==> src/pibr_pkg.sv <==
// Shared types and constants for the pulse interval byte receiver.
`timescale 1ns / 1ps

package pibr_pkg;

    localparam int NUM_CHANNELS_DEF = 4;
    localparam int TIME_BITS_DEF    = 16;

    localparam int CHANNEL_W   = 2;
    localparam int EDGE_TIME_W = 16;
    localparam int THRESH_W    = 16;
    localparam int BYTE_W      = 8;
    localparam int POS_W       = 4;
    localparam int ACT_W       = 2;

    // item function codes
    localparam logic FUNC_EDGE = 1'b0;
    localparam logic FUNC_TICK = 1'b1;

    localparam logic [POS_W-1:0] IDLE_POS      = 4'd15;
    localparam logic [POS_W-1:0] DATA_BITS     = 4'd8;
    localparam logic [ACT_W-1:0] ACTIVITY_LOAD = 2'd2;

    typedef struct packed {
        logic                   func;
        logic [CHANNEL_W-1:0]   channel;
        logic [EDGE_TIME_W-1:0] edge_time;
    } t_in_item;

    typedef struct packed {
        logic [CHANNEL_W-1:0] channel_out;
        logic [BYTE_W-1:0]    data_byte;
        logic                 parity_error;
    } t_out_item;

    // per-channel frame progress
    typedef struct packed {
        logic [POS_W-1:0]  bit_position;
        logic [BYTE_W-1:0] shift_byte;
        logic              parity_acc;
    } t_frame_state;

    // write controls from the top level into the channel bank
    typedef struct packed {
        logic         edge_we;
        logic         tick;
        logic         start;
        t_frame_state state;
    } t_bank_upd;

endpackage

==> src/pibr_frame_step.sv <==
// Bit decode and frame advance for the channel addressed by one edge.
`timescale 1ns / 1ps

module pibr_frame_step #(
    parameter int TIME_BITS = pibr_pkg::TIME_BITS_DEF
) (
    input  logic                             i_active,
    input  logic [pibr_pkg::CHANNEL_W-1:0]   i_channel,
    input  logic [TIME_BITS-1:0]             i_now,
    input  logic [TIME_BITS-1:0]             i_last,
    input  logic [pibr_pkg::THRESH_W-1:0]    i_threshold,
    input  pibr_pkg::t_frame_state           i_cur,
    output pibr_pkg::t_frame_state           o_next,
    output logic                             o_start,
    output logic                             o_emit,
    output pibr_pkg::t_out_item              o_item
);

    logic [TIME_BITS-1:0] w_interval;
    logic                 w_bit;
    logic                 w_idle;
    logic                 w_data;

    // interval wraps modulo 2^TIME_BITS
    assign w_interval = i_now - i_last;
    assign w_bit      = (32'(w_interval) < 32'(i_threshold));
    assign w_idle     = (i_cur.bit_position > pibr_pkg::DATA_BITS);
    assign w_data     = (i_cur.bit_position < pibr_pkg::DATA_BITS);

    always_comb begin
        o_next = i_cur;
        if (w_idle) begin
            o_next.bit_position = '0;
            o_next.shift_byte   = '0;
            o_next.parity_acc   = 1'b0;
        end else begin
            o_next.parity_acc   = i_cur.parity_acc ^ w_bit;
            o_next.bit_position = i_cur.bit_position + 4'd1;
            if (w_data) begin
                o_next.shift_byte = i_cur.shift_byte
                                  | (8'(w_bit) << i_cur.bit_position[2:0]);
            end
        end
    end

    assign o_start = w_idle;
    // parity bit position completes the byte
    assign o_emit  = i_active && !w_idle && !w_data;

    assign o_item.channel_out  = i_channel;
    assign o_item.data_byte    = i_cur.shift_byte;
    assign o_item.parity_error = i_cur.parity_acc ^ w_bit;

endmodule

==> src/pibr_chan_bank.sv <==
// Per-channel receive state: frame progress, last edge time, activity count.
`timescale 1ns / 1ps

module pibr_chan_bank #(
    parameter int NUM_CHANNELS = pibr_pkg::NUM_CHANNELS_DEF,
    parameter int TIME_BITS    = pibr_pkg::TIME_BITS_DEF
) (
    input  logic                           i_clk,
    input  logic                           i_rst_n,
    input  logic [pibr_pkg::CHANNEL_W-1:0] i_channel,
    input  logic [TIME_BITS-1:0]           i_now,
    input  pibr_pkg::t_bank_upd            i_upd,
    output logic                           o_in_range,
    output pibr_pkg::t_frame_state         o_cur,
    output logic [TIME_BITS-1:0]           o_last
);

    pibr_pkg::t_frame_state         r_state [NUM_CHANNELS];
    logic [TIME_BITS-1:0]           r_last  [NUM_CHANNELS];
    logic [pibr_pkg::ACT_W-1:0]     r_act   [NUM_CHANNELS];
    logic [NUM_CHANNELS-1:0]        w_hit;

    always_comb begin
        for (int c = 0; c < NUM_CHANNELS; c++) begin
            w_hit[c] = (32'(i_channel) == c);
        end
    end

    assign o_in_range = |w_hit;

    // one-hot read select
    always_comb begin
        o_cur  = '0;
        o_last = '0;
        for (int c = 0; c < NUM_CHANNELS; c++) begin
            if (w_hit[c]) begin
                o_cur  = o_cur | r_state[c];
                o_last = o_last | r_last[c];
            end
        end
    end

    always_ff @(posedge i_clk) begin
        if (!i_rst_n) begin
            for (int c = 0; c < NUM_CHANNELS; c++) begin
                r_state[c].bit_position <= pibr_pkg::IDLE_POS;
                r_state[c].shift_byte   <= '0;
                r_state[c].parity_acc   <= 1'b0;
                r_last[c]               <= '0;
                r_act[c]                <= '0;
            end
        end else begin
            for (int c = 0; c < NUM_CHANNELS; c++) begin
                if (i_upd.tick) begin
                    if (r_act[c] != '0) begin
                        r_act[c] <= r_act[c] - 2'd1;
                    end else begin
                        r_state[c].bit_position <= pibr_pkg::IDLE_POS;
                    end
                end else if (i_upd.edge_we && w_hit[c]) begin
                    r_state[c] <= i_upd.state;
                    r_last[c]  <= i_now;
                    if (i_upd.start) begin
                        r_act[c] <= pibr_pkg::ACTIVITY_LOAD;
                    end
                end
            end
        end
    end

endmodule

==> src/pulse_interval_byte_receiver_unit.sv <==
// Top level of the pulse interval byte receiver.
`timescale 1ns / 1ps

// Four-channel single-wire receiver. Each input item is either a line edge
// (func = edge, with channel and a free-running timestamp) or a timeout tick
// that ages all channels at once. On an idle channel an edge opens a frame;
// each later edge decodes one bit, 1 when the time since the previous edge
// (modulo 2^TIME_BITS) is below bit_threshold. Eight data bits arrive LSB
// first, then a parity bit; the parity edge emits one result item carrying
// the channel, the byte and a parity error flag. Ticks and other edges emit
// nothing. Edges on a channel number at or above NUM_CHANNELS are dropped.
// Throughput is one item per clock while the input is not stalled, including
// back-to-back edges on the same channel: the whole channel update (read,
// decode, write back) happens while the item sits in the input register; the
// result then goes to the result register. The input stalls only while the
// input register holds a parity edge and the result register is occupied
// and stalled. The user must write bit_threshold through i_cfg_we/i_cfg_data
// only while the block is idle (not enforced by the block); it resets to zero.

module pulse_interval_byte_receiver_unit #(
    parameter int NUM_CHANNELS = pibr_pkg::NUM_CHANNELS_DEF,
    parameter int TIME_BITS    = pibr_pkg::TIME_BITS_DEF
) (
    input  logic                          i_clk,
    input  logic                          i_rst_n,
    input  logic                          i_in_valid,
    output logic                          o_in_stall,
    input  pibr_pkg::t_in_item            i_in_item,
    output logic                          o_out_valid,
    input  logic                          i_out_stall,
    output pibr_pkg::t_out_item           o_out_item,
    input  logic                          i_cfg_we,
    input  logic [pibr_pkg::THRESH_W-1:0] i_cfg_data
);

    logic                          r_in_valid;
    pibr_pkg::t_in_item            r_in;
    logic                          r_out_valid;
    pibr_pkg::t_out_item           r_out;
    logic [pibr_pkg::THRESH_W-1:0] r_threshold;

    logic                   w_accept;
    logic                   w_out_free;
    logic                   w_process;
    logic                   w_is_edge;
    logic                   w_in_range;
    logic                   w_active;
    logic [31:0]            w_now32;
    logic [TIME_BITS-1:0]   w_now;
    logic [TIME_BITS-1:0]   w_last;
    pibr_pkg::t_frame_state w_cur;
    pibr_pkg::t_frame_state w_next;
    logic                   w_start;
    logic                   w_emit;
    pibr_pkg::t_out_item    w_item;
    pibr_pkg::t_bank_upd    w_upd;

    // timestamp fitted to the stored time width
    assign w_now32 = 32'(r_in.edge_time);
    assign w_now   = w_now32[TIME_BITS-1:0];

    assign w_is_edge = (r_in.func == pibr_pkg::FUNC_EDGE);
    assign w_active  = r_in_valid && w_is_edge && w_in_range;

    // result slot is free if empty or being drained this cycle
    assign w_out_free = !r_out_valid || !i_out_stall;
    // only a byte-completing edge needs the result slot
    assign w_process  = r_in_valid && (!w_emit || w_out_free);
    assign o_in_stall = r_in_valid && !w_process;
    assign w_accept   = i_in_valid && !o_in_stall;

    assign w_upd.edge_we = w_process && w_is_edge;
    assign w_upd.tick    = w_process && (r_in.func == pibr_pkg::FUNC_TICK);
    assign w_upd.start   = w_start;
    assign w_upd.state   = w_next;

    pibr_chan_bank #(
        .NUM_CHANNELS (NUM_CHANNELS),
        .TIME_BITS    (TIME_BITS)
    ) u_bank (
        .i_clk      (i_clk),
        .i_rst_n    (i_rst_n),
        .i_channel  (r_in.channel),
        .i_now      (w_now),
        .i_upd      (w_upd),
        .o_in_range (w_in_range),
        .o_cur      (w_cur),
        .o_last     (w_last)
    );

    pibr_frame_step #(
        .TIME_BITS (TIME_BITS)
    ) u_step (
        .i_active    (w_active),
        .i_channel   (r_in.channel),
        .i_now       (w_now),
        .i_last      (w_last),
        .i_threshold (r_threshold),
        .i_cur       (w_cur),
        .o_next      (w_next),
        .o_start     (w_start),
        .o_emit      (w_emit),
        .o_item      (w_item)
    );

    // config register
    always_ff @(posedge i_clk) begin
        if (!i_rst_n) begin
            r_threshold <= '0;
        end else if (i_cfg_we) begin
            r_threshold <= i_cfg_data;
        end
    end

    // input register
    always_ff @(posedge i_clk) begin
        if (!i_rst_n) begin
            r_in_valid <= 1'b0;
        end else if (w_accept) begin
            r_in_valid <= 1'b1;
        end else if (w_process) begin
            r_in_valid <= 1'b0;
        end
    end

    always_ff @(posedge i_clk) begin
        if (w_accept) begin
            r_in <= i_in_item;
        end
    end

    // result register
    always_ff @(posedge i_clk) begin
        if (!i_rst_n) begin
            r_out_valid <= 1'b0;
        end else if (w_process && w_emit) begin
            r_out_valid <= 1'b1;
        end else if (!i_out_stall) begin
            r_out_valid <= 1'b0;
        end
    end

    always_ff @(posedge i_clk) begin
        if (w_process && w_emit) begin
            r_out <= w_item;
        end
    end

    assign o_out_valid = r_out_valid;
    assign o_out_item  = r_out;

endmodule
==> config.mk <==
export PLATFORM = sky130hd
export DESIGN_NAME = pulse_interval_byte_receiver_unit
export DESIGN_NICKNAME = d
export VERILOG_FILES = /design/src/pibr_pkg.sv /design/src/pibr_frame_step.sv /design/src/pibr_chan_bank.sv /design/src/pulse_interval_byte_receiver_unit.sv
export SDC_FILE = /design/constraint.sdc
export NUM_CORES = 1
export LEC_CHECK = 0
export BUFFER_PORTS_ARGS = -buffer_cell sky130_fd_sc_hd__buf_4
export CORE_ASPECT_RATIO = 0.9
export CORE_MARGIN = 4
export CORE_UTILIZATION = 45
export CTS_BUF_LIST = sky130_fd_sc_hd__clkbuf_8 sky130_fd_sc_hd__clkbuf_16
export DETAILED_ROUTE_END_ITERATION = 8
export PLACE_DENSITY = 0.63
export SLEW_MARGIN = 20
export SYNTH_ARGS = -nofsm -noshare
export SYNTH_HDL_FRONTEND = slang
export SYNTH_HIERARCHICAL = 1
export SYNTH_SLANG_ARGS = --single-unit
==> constraint.sdc <==
create_clock -name i_clk -period 5.2 [get_ports i_clk]
set_clock_uncertainty 0.05 [all_clocks]
set_input_delay 0.78 -clock i_clk [delete_from_list [all_inputs] [get_ports i_clk]]
set_output_delay 0.78 -clock i_clk [all_outputs]
set_load 0.01 [all_outputs]
Yosys cells after proc, flatten, opt, wreduce, memory -nomap -nowiden

Memories as Yosys holds them, arrays and structs flattened.
Cells that the tools add are included.
Widths: inputs -> output; s select.

Register bits: 48
RAM bits: 124
Output and inout bits: 13
Logic and storage cells: 193
Memories: 3

Memories:

| memory         | depth | width | rd ports | clocked after Yosys merged registers in | write ports | RTL line             | RTL |
|---|---|---|---|---|---|---|---|
| u_bank.r_last  | 4     | 16    | 4        | 0                                       | 4           | pibr_chan_bank.sv:19 | `logic [TIME_BITS-1:0] r_last [NUM_CHANNELS];` |
| u_bank.r_state | 4     | 13    | 4        | 0                                       | 4           | pibr_chan_bank.sv:18 | `pibr_pkg::t_frame_state r_state [NUM_CHANNELS];` |
| u_bank.r_act   | 4     | 2     | 4        | 0                                       | 4           | pibr_chan_bank.sv:20 | `logic [pibr_pkg::ACT_W-1:0] r_act [NUM_CHANNELS];` |

Add/sub/neg operators: 6
$lt $le $gt $ge: 3
Eq/ne operators: 4
Shift operators: 1
Mux-type cells: 104
Bitwise operators: 33
Reduce and logical (&&, ||, !) cells: 30

Operator list:

| cell                | count |
|---|---|
| $mux 16             | 8 |
| $mux 1              | 70 |
| $mux 13             | 5 |
| $or 16x16->16       | 3 |
| $or 13x13->13       | 3 |
| $mux 9              | 4 |
| $mux 4              | 8 |
| $or 1x1->1          | 24 |
| $lt 16x16->1        | 1 |
| $mux 2              | 8 |
| $sub 16x16->16      | 1 |
| $logic_and 1x1->1   | 14 |
| $reduce_bool 2->1   | 5 |
| $mux 8              | 1 |
| $or 8x8->8          | 1 |
| $shl 1x3->8         | 1 |
| $sub 2x1->2 const B | 4 |
| $logic_not 1->1     | 7 |
| $add 4x1->4 const B | 1 |
| $eq 2x2->1 const B  | 2 |
| $gt 4x4->1 const B  | 1 |
| $lt 4x4->1 const B  | 1 |
| $reduce_or 4->1     | 1 |
| $eq 2x1->1 const B  | 1 |
| 5 further kinds     | 6 |

Logic depth before layout (Yosys ltp)

Depth after elaboration: 22
Depth in mapped cells: 19
Depth with buffers taken out: 17

Hierarchy

The synthesis kept the hierarchy.

By module, submodules not included:

| module                            | times used | cells each | area an instance (µm²) | seq. area each (µm²) |
|---|---|---|---|---|
| pibr_chan_bank                    | 1          | 342        | 5575.3                 | 3683.5 |
| pulse_interval_byte_receiver_unit | 1          | 96         | 1629.1                 | 1261.2 |
| pibr_frame_step                   | 1          | 213        | 1441.4                 | 0.0 |

Worst setup path before layout

Ideal clock, no wire load.

Path kind: register to register
Start point: register r_in[16] (netlist name)
End point: memory u_bank/r_state[3][10] (netlist name) (enable)
Library setup time: 310 ps
Arrival time: 4796 ps
Data required time: 4840 ps
Setup slack: 44 ps
Stages on the path, launching flop included: 14
Buffers on the path: 4
Period minus slack after synthesis: 5156 ps
Cells stage by stage: edfxtp_1 -> buf_4 -> buf_4 -> mux4_2 -> inv_1 -> ha_1 -> nor2b_1 -> clkbuf_1 -> and3_1 -> a31oi_1 -> buf_2 -> nand2b_1 -> o21ai_0 -> a21o_1

RTL lines:

| what                     | RTL line                                 | RTL |
|---|---|---|
| start: declaration       | pulse_interval_byte_receiver_unit.sv:37  | `pibr_pkg::t_in_item r_in;` |
| start signal: assignment | pulse_interval_byte_receiver_unit.sv:128 | `r_in <= i_in_item;` |
| end: declaration         | pibr_chan_bank.sv:18                     |  |

==> flow_results.org <==
** Synthesis
- Of the synthesized area, sequential elements account for 0.572.
- Of the post-synthesis cell area, the dominant cell type holds 0.521.
- Average cell area after synthesis :: 13.3 um2
- Prevailing post-synth register cell :: edfxtp_1
- The commonest cells after synthesis are edfxtp_1 (150), and2_1 (92), inv_1 (46).
- The mapped netlist covers 8650 um2.
- Of all flip-flops after synthesis, the portion carrying an async set or reset was 0.
- Yosys mapped a number of flops with a built-in enable equal to 150.
- Synthesis produced a netlist whose cell count is 651.
- Among all cell types in the netlist, the one instantiated most often is edfxtp_1.
- Cell variety after synth :: 57
- By area the synthesized netlist is led by edfxtp_1 (52%), mux4_2 (7.6%), and2_1 (6.7%).
- Yosys warns :: 6
- Synthesis inferred 172 register bits.
- Counting every net in the synthesized netlist gives 728.
- Cell taking the most area after synthesis :: edfxtp_1

** Routing
- For this block, the routed nets add up to 17800 um of wire.
- Number of routed nets with antenna violations :: 0
- Violation count after the first detailed-routing iteration :: 327
- Detailed-route wire length per cell :: 18.5 um
- The first detailed-routing pass took 5 iterations.
- Dividing the detail-routed via count by the number of cells gives 5.44.
- The routed layout has 5247 vias.
- After detailed routing, the number of remaining DRC violations is 0.

** Global routing
- For this run, the total global-route usage over all layers was measured as 0.171.
- The total overflow left after global routing is 0.
- Antenna violations before repair :: 0
- First-pass GRT wire length :: 28700 um
- Entering global routing, the biggest net connects 37 pins.
- Number of global-route vias before repair :: 5476

** Worst setup path
- Worst Path Required :: 5.43 ns
- Worst reg2reg path depth :: 17
- The startpoint identified for the worst register-to-register timing path is r_in[16].
- Worst reg2reg path endpoint :: u_bank/r_state[1][4]
- CP top delay family :: compound AO/OA/AOI/OAI gates
- The critical path is of the register to register type.
- For the worst setup path, the data arrival time is 5.00 ns.
- Sort of element at the end of the critical path :: register
- Delay of the slowest critical-path stage :: 0.53 ns
- Critical-path cell list :: buf_12 -> buf_12 -> mux4_2 -> inv_1 -> ha_1 -> nand2_1 -> o21ai_0 -> o21a_1 -> nor4_1 -> a311o_1 -> ha_1 -> and3_1 -> a21boi_0 -> a31oi_1 -> nand3_1 -> o41ai_1 -> and2_1
- Largest fanout on the critical path :: 31
- STA classifies the critical path startpoint as a register.
- Crit path max-delay cell type :: mux4_2
- The critical path contains buffers and inverters numbering 3 combined.
- The setup check on the worst reg-to-reg path leaves a slack of 0.43 ns.

** Pwr
- In this run the power density over the cells is 340 nW/um2.
- Internal portion of total power :: 2.53 mW
- Net switching power figure :: 0.833 mW
- Total leakage power :: 3.80 nW
- Switching power share of the total :: 0.248
- Of the total power, registers draw 0.471.
- Power Total :: 3.37 mW
- VDD sags by at most 0.182 mV.
- The share of total power dissipated in the clock network is 0.378.
- Comb power frac :: 0.151

** Clocking
- Counting every sink on the clock net gives 172.
- Buffers inserted during clock tree synthesis total 17.
- Clock root buffer :: clkbuf_16
- TritonCTS clock tree :: yes
- Max H-tree Level :: 4
- Clock-pin slew was measured on the worst setup and hold paths at 0.06 ns.
- Number of buffers between clock root and the deepest sink :: 2
- For the worst-skew pair, the clock arrives at the later sink with an insertion delay of 0.43 ns.

** Status
- The run finished with clean final reports.

** Die
- The floorplan step set the die height to 139 um.
- The die covers 21500 um2.
- Number of top-level design ports :: 53
- The initial utilization of the core area, before any placement, comes to 0.464.
- Area of the core :: 18600 um2
- The die is 154 um wide.
- Row generation in the floorplan step produced 47 rows.

** STA
- The final hold violation count is 0.
- Derived from the worst setup path, the maximum achievable clock frequency is 210 MHz.
- Slew at the pin closest to its max-slew limit :: 0.778 ns
- After routing, the total negative slack on setup checks comes to 0 ns.
- Setup violations, final :: 0
- Worst setup margin :: 0.427 ns
- Setup repair after global routing missed its margin :: false
- Headroom to the max-slew limit came out at 0.478.
- The final max-slew violation count is 0.
- Dividing the final minimum period by the clock period gives 0.918.
- The worst path in the final design needs a cycle of 4.77 ns, including I/O delays and setup.

** Run
- Max-cap violations in this run came to 0.

** Placed design
- Input and output buffers added on the ports amount to 52.
- Routability cong. :: 0.880
- After legalization and detailed placement, the total HPWL measured 12100 um.
- Dpl ws :: 0.223 ns

** Worst hold path
- For hold timing, the worst endpoint is u_bank/r_state[0][10].
- Worst hold path class :: register to register
- The startpoint identified for the worst hold timing path is u_bank/r_state[0][10].
- The worst hold path passes through 2 cells.

** Finish
- In the final layout, the share of cells above drive strength 1 is 0.199.
- Post-synthesis to final-layout area growth :: 14.5%
- Filler cells :: 1531
- Number of nets at the end of the flow :: 784
- Total inserted antenna cells :: 0
-- layout by cell type, fill, tap and decap left out, types with 3 or more instances in the layout --
cell,count
o21a_1,5
clkbuf_16,17
inv_1,50
xnor2_1,8
edfxtp_1,150
o21ai_2,3
a21o_1,7
nand2b_1,10
dfxtp_1,22
ha_1,36
buf_4,69
and2_1,92
nor2b_1,21
a31oi_1,4
nor3_1,7
and3_1,3
buf_12,3
o31ai_1,8
o21ai_0,16
bufinv_16,3
o41ai_1,4
xor2_1,5
mux2i_1,20
nand2_1,20
a21oi_1,16
nor2_1,17
or3_1,14
nand3_1,16
mux4_2,29
clkinvlp_4,4
-- state kept, by name, indices dropped and copies added, names as in the netlist --
name            count
o_out_valid         1
u_bank/r_act        8
u_bank/r_last      64
r_threshold        16
r_in_valid          1
w_now              16
r_in                3
o_out_item         11
u_bank/r_state     52
-- worst register-to-register path: cells and delay by family (launching register included) --
kind	cells	cell delay [ns]
AOI/OAI and AO/OA	6	1.89
buffers and inverters	3	0.47
adders and majority gates	2	0.50
muxes	1	0.54
and+or+nand+nor	5	0.79
DFF	1	0.38
-- per-stage QoR --
step | hold WS, ns | util | std cells | area [um2]
final | 0.448 | 0.531 | 965 | 9900
after global routing | 0.446 | 0.531 | 965 | 9900
after CTS | 0.454 | 0.527 | 959 | 9830
after detailed placement | 0.435 | 0.496 | 927 | 9240
after global placement | 0.416 | 0.496 | 927 | 9240
after floorplan | 0.404 | - | 651 | 8650
-- final cells by class --
| cell class | instances | area (um2) | share of cell area |
|---|---|---|---|
| clock inverters | 15 | 163 | 0.0164 |
| clock buffers | 17 | 425 | 0.0430 |
| well taps | 245 | 307 | 0.0310 |
| flip-flops and latches | 172 | 4940 | 0.499 |
| multi-input cells | 398 | 3310 | 0.334 |
| repair buffers | 72 | 578 | 0.0584 |
| inverters | 46 | 173 | 0.0174 |
-- how the worst max path moves through the flow --
| stage | startpoint | endpoint | slack (ns) | cells past startpoint |
|---|---|---|---|---|
| CTS | r_in[16] | u_bank/r_state[0][4] | 0.20 | 16 |
| detailed placement | r_in[16] | u_bank/r_state[0][4] | 0.22 | 16 |
| floorplan | r_in[16] | u_bank/r_state[3][10] | 0.04 | 13 |
| global placement | r_in[16] | u_bank/r_state[0][4] | 0.33 | 17 |
| global route | r_in[16] | u_bank/r_state[0][4] | 0.09 | 17 |
| finish | r_in[16] | u_bank/r_state[1][4] | 0.43 | 17 |
-- timing repair --
action	in CTS	in global routing
buffers inserted	0	6
gates resized for setup	0	0
hold endpoints to repair	0	0
setup endpoints to repair	0	26
hold buffers	0	0
-- metal layers --
metal	global-route usage	share of wire	vias up	wire (um)
met4	0.0530	0.015	0	270
met1	0.225	0.45	2613	8040
met5	0	0	-	0
met2	0.282	0.49	122	8760
met3	0.0432	0.043	19	770
li1	-	-	2493	-
-- cells by family after synthesis --
kind of cell | count (synthesis) | share of synthesized area
AO/OA/AOI/OAI | 80 | 0.0616
XOR/XNOR | 13 | 0.0132
adder cells (fa/ha/maj) | 37 | 0.0544
buffers and inverters | 81 | 0.0469
flip-flops | 172 | 0.572
multiplexers | 49 | 0.0987
other | 1 | 0.000434
AND/OR/NAND/NOR | 218 | 0.153
-- power groups by stage --
stage / Sequential, mW / Clock [mW] / Combinational [mW]
3_3_place_gp: 1.62 / 0 / 0.481
6_report: 1.59 / 1.27 / 0.509
3_5_place_dp: 1.62 / 0 / 0.493
2_1_floorplan: 1.60 / 0 / 0.378
4_1_cts: 1.59 / 1.30 / 0.497
5_1_grt: 1.59 / 1.37 / 0.567
Power figures use the tool's default switching activity.
